===== src/tomap_pkg.sv =====
// Package: shared constants and types for the third-order transport map.
package tomap_pkg;

  localparam int NCOORD      = 6;
  localparam int STORE_DEPTH = 504;
  localparam int ADDR_W      = 9;
  localparam int WORD_W      = 32;
  localparam int R_BASE      = 6;
  localparam int T_BASE      = 42;
  localparam int Q_BASE      = 168;

  localparam logic CMD_LOAD  = 1'b0;
  localparam logic CMD_TRACK = 1'b1;

  // Request from the sequencer to the shared multiply unit
  typedef struct packed {
    logic               start;
    logic signed [31:0] op_a;
    logic signed [31:0] op_b;
  } mul_req_t;

  // Result of the shared multiply unit
  typedef struct packed {
    logic               done;
    logic signed [63:0] prod;
  } mul_rsp_t;

endpackage


===== src/tomap_mul.sv =====
// Module: shared signed 32x32 multiplier with registered operands and a registered product.
module tomap_mul
  import tomap_pkg::*;
(
  input  logic     clk,
  input  logic     rst_n,
  input  mul_req_t req,
  output mul_rsp_t rsp
);

  logic signed [31:0] a_r, b_r;
  logic               v1_r;
  logic signed [63:0] p_r;
  logic               v2_r;

  // Register operands, then the product
  always_ff @(posedge clk) begin
    if (!rst_n) begin
      v1_r <= 1'b0;
      v2_r <= 1'b0;
    end else begin
      v1_r <= req.start;
      v2_r <= v1_r;
    end
    a_r <= req.op_a;
    b_r <= req.op_b;
    p_r <= a_r * b_r;
  end

  assign rsp.done = v2_r;
  assign rsp.prod = p_r;

endmodule


===== config.mk =====
export PLATFORM = sky130hd
export DESIGN_NAME = tomap_mul
export DESIGN_NICKNAME = d
export VERILOG_FILES = /design/src/tomap_pkg.sv /design/src/tomap_mul.sv
export SDC_FILE = /design/constraint.sdc
export NUM_CORES = 2
export LEC_CHECK = 0
export BUFFER_PORTS_ARGS = -buffer_cell sky130_fd_sc_hd__buf_2
export CAP_MARGIN = 10
export CORE_MARGIN = 2
export CORE_UTILIZATION = 45
export DETAILED_ROUTE_END_ITERATION = 8
export HOLD_SLACK_MARGIN = 0.05
export PLACE_DENSITY = 0.6
export SYNTH_ARGS = -nofsm -noshare
export SYNTH_HDL_FRONTEND = slang
export SYNTH_SLANG_ARGS = --single-unit

===== constraint.sdc =====
create_clock -name clk -period 8.6 [get_ports clk]
set_clock_uncertainty 0.05 [all_clocks]
set_input_delay 1.72 -clock clk [delete_from_list [all_inputs] [get_ports clk]]
set_output_delay 1.72 -clock clk [all_outputs]
set_load 0.1 [all_outputs]

==> flow_metrics.env <==
export IMPL_grt_pass1_wl_mm=165
export IMPL_wire_per_inst_um=19.4
export IMPL_initial_core_util_pct=45.4
export IMPL_arrival_ns=8.66
export IMPL_drt_vias_per_instance=4.94
export IMPL_startpoint_type="flop"
export IMPL_yosysTopAreaCellShare_pct=56.1
export IMPL_die_w_um=297
export IMPL_h_tree_depth=4
export IMPL_yosysMostFrequentCell="fa_1"
export IMPL_cap_viol_max_count=0
export IMPL_cts_hold_buf=0
export IMPL_timing_fmax_mhz=120
export IMPL_drtIter0Drc=1147
export IMPL_clk_latency_ns=0.53
export IMPL_synth_cells=3948
export IMPL_yosys_warnings=0
export IMPL_drcViolationCount=0
export IMPL_cts_buffers=17
export IMPL_cts_root_buffer="clkbuf_16"
export IMPL_ys_flop_type="dfxtp_1"
export IMPL_required_ns=8.94
export IMPL_reg2regPathDepth=27
export IMPL_synth_edff_count=0
export IMPL_drive_above_1_share_pct=8.47
export IMPL_dp_hpwl_mm=85.3
export IMPL_hold_depth=1
export IMPL_synth_area_top_cells="fa_1, inv_1, and2_1"
export IMPL_overflow=0
export IMPL_synthDistinctLibCells=60
export IMPL_finalSetupViolCount=0
export IMPL_fin_crit_sh_pct=96.7
export IMPL_synth_async_reset_ratio_pct=0
export IMPL_tightest_slew_ns=0.870
export IMPL_status="completed"
export IMPL_clk_path_buf_depth=2
export IMPL_dpl_worst_slack_ns=-0.327
export IMPL_antenna_found_initial=3
export IMPL_path_clk_slew_ns=0.07
export IMPL_cp_end_kind="flop"
export IMPL_antenna_cells=0
export IMPL_vias=25695
export IMPL_finalHoldViolations=0
export IMPL_hp_class="flop to flop"
export IMPL_ys_ff_latch=130
export IMPL_path_class="flop to flop"
export IMPL_place_congestion=0.872
export IMPL_clkSinkCount=130
export IMPL_die_area_um2=88100
export IMPL_fin_crit_ns=8.32
export IMPL_io_pins=132
export IMPL_yosysTopAreaCell="fa_1"
export IMPL_ys_seq_area_share_pct=6.75
export IMPL_synth_commonest_cells="fa_1, inv_1, and2_1"
export IMPL_core_area_um2=85000
export IMPL_nNetsFinal=5380
export IMPL_slew_headroom_pct=41.9
export IMPL_syn_nets=5281
export IMPL_cts_tree="built"
export IMPL_synthesis_area_um2=38600
export IMPL_rsz0062_at_grt="no"
export IMPL_syn_area_per_cell_um2=9.77
export IMPL_routed_wl_mm=101
export IMPL_first_pass_iters=5
export IMPL_grt_max_degree=33
export IMPL_slew_violations=0
export IMPL_grt_pass1_vias=28908
export IMPL_fp_dieH_um=297
export IMPL_worst_slack_ns=0.283
export IMPL_path_max_fanout=12
export IMPL_num_rows=107
export IMPL_track_usage_pct=24.6
export IMPL_portBuffers=131
export IMPL_ant_nets=0
export IMPL_area_delta_synth_final_pct=8.47
==> layout by cell type (no fill, tap or decap), types with 3 or more instances in the layout <==
master	Yosys	layout
fa_1	1082	1082
inv_1	950	950
and2_1	519	519
nand2_1	508	508
ha_1	184	184
buf_4	3	132
buf_2	1	131
dfxtp_1	130	121
nor2_1	52	52
a21oi_1	52	52
xnor2_1	47	47
a21o_1	37	37
o21ai_0	27	27
xor2_1	21	21
buf_12	1	19
clkbuf_16	0	17
nand2b_1	13	13
and3_1	12	12
nand4_1	11	11
nor2b_1	9	9
dfxtp_2	0	9
nand3_1	8	8
a211oi_1	11	8
o21ai_1	7	7
a31oi_1	6	6
o21a_1	5	5
o21bai_1	5	5
inv_6	0	5
a221o_1	4	4
a2111oi_0	4	4
inv_8	0	4
a21oi_2	3	3
a211oi_2	1	3
a311o_1	3	3
a31o_1	3	3
clkinv_4	0	3
==> layout make-up <==
| type | instances | area (um^2) |
|---|---|---|
| clock buffers | 17 | 425 |
| clock inverters | 15 | 160 |
| fillers | 8044 | 43200 |
| inverters | 950 | 3570 |
| multi-input cells | 2666 | 31600 |
| flip-flops and latches | 130 | 2610 |
| well taps | 1144 | 1430 |
| repair buffers | 282 | 2030 |
==> routing by layer <==
metal	routed length (um)	GRT usage, %	up-vias	part of all wire (%)
li1	-	-	11426	-
met1	41400	32.0	13487	41
met2	49800	40.9	646	49
met3	6120	5.43	136	6.1
met4	3490	8.29	0	3.5
met5	0	0	-	0
==> stage by stage <==
stage               hold slack, ns  area, um^2  TNS (ns)  cells  util [%]
finish                       0.383       41800         0   5204      49.2
global route                 0.391       41800         0   5204      49.2
CTS                          0.389       41800         0   5204      49.2
detailed placement           0.380       41200    -0.970   5172      48.5
global placement             0.368       41200     -1.08   5172      48.5
floorplan                    0.362       38600         0   3948         -
==> repair_timing <==
item | 4_1_cts | 5_1_grt
pin swaps | 0 | 0
setup buffers | 0 | 0
endpoints found under the setup margin | 6 | 11
resized for setup | 3 | 10
==> flip-flops by register name (all words and copies together), names as in the netlist <==
register	flops
p_r	64
v2_r	1
b_r	32
v1_r	1
a_r	32
==> worst max-delay path, stage by stage, from the launching register on <==
cell and delay (ns):
dfxtp_2 0.43, buf_4 0.24, buf_4 0.19, and2_1 0.18, fa_1 0.46, fa_1 0.46
fa_1 0.54, inv_1 0.05, fa_1 0.50, inv_1 0.07, fa_1 0.50, inv_1 0.05
fa_1 0.53, inv_1 0.05, fa_1 0.45, fa_1 0.43, ha_1 0.39, and3_1 0.22
a32oi_1 0.22, buf_4 0.18, a31oi_1 0.14, o21ai_1 0.30, o211ai_2 0.33, buf_4 0.26
a31o_2 0.26, a211oi_2 0.36, o21bai_1 0.15, xor2_1 0.17
==> worst paths after layout <==
check,start,endpoint,slack [ns]
worst max-delay path,b_r[5]$_DFF_P_,p_r[44]$_DFF_P_,0.28
worst min register to register,v1_r$_SDFF_PN0_,v2_r$_SDFF_PN0_,0.38
worst max register to register,b_r[5]$_DFF_P_,p_r[44]$_DFF_P_,0.28
worst min-delay path,v1_r$_SDFF_PN0_,v2_r$_SDFF_PN0_,0.38
==> cells by family after synthesis <==
group / count (synthesis) / share of synthesized area, %
adders and majority gates: 1266 / 62.1
buffers and inverters: 1152 / 11.3
and+or+nand+nor: 1142 / 14.9
AOI/OAI and AO/OA: 190 / 3.38
DFF: 130 / 6.75
xor gates and xnor gates: 68 / 1.54
Power is not shown: default switching activity piles up to over one toggle a cycle in this logic, so the estimate is an artifact.
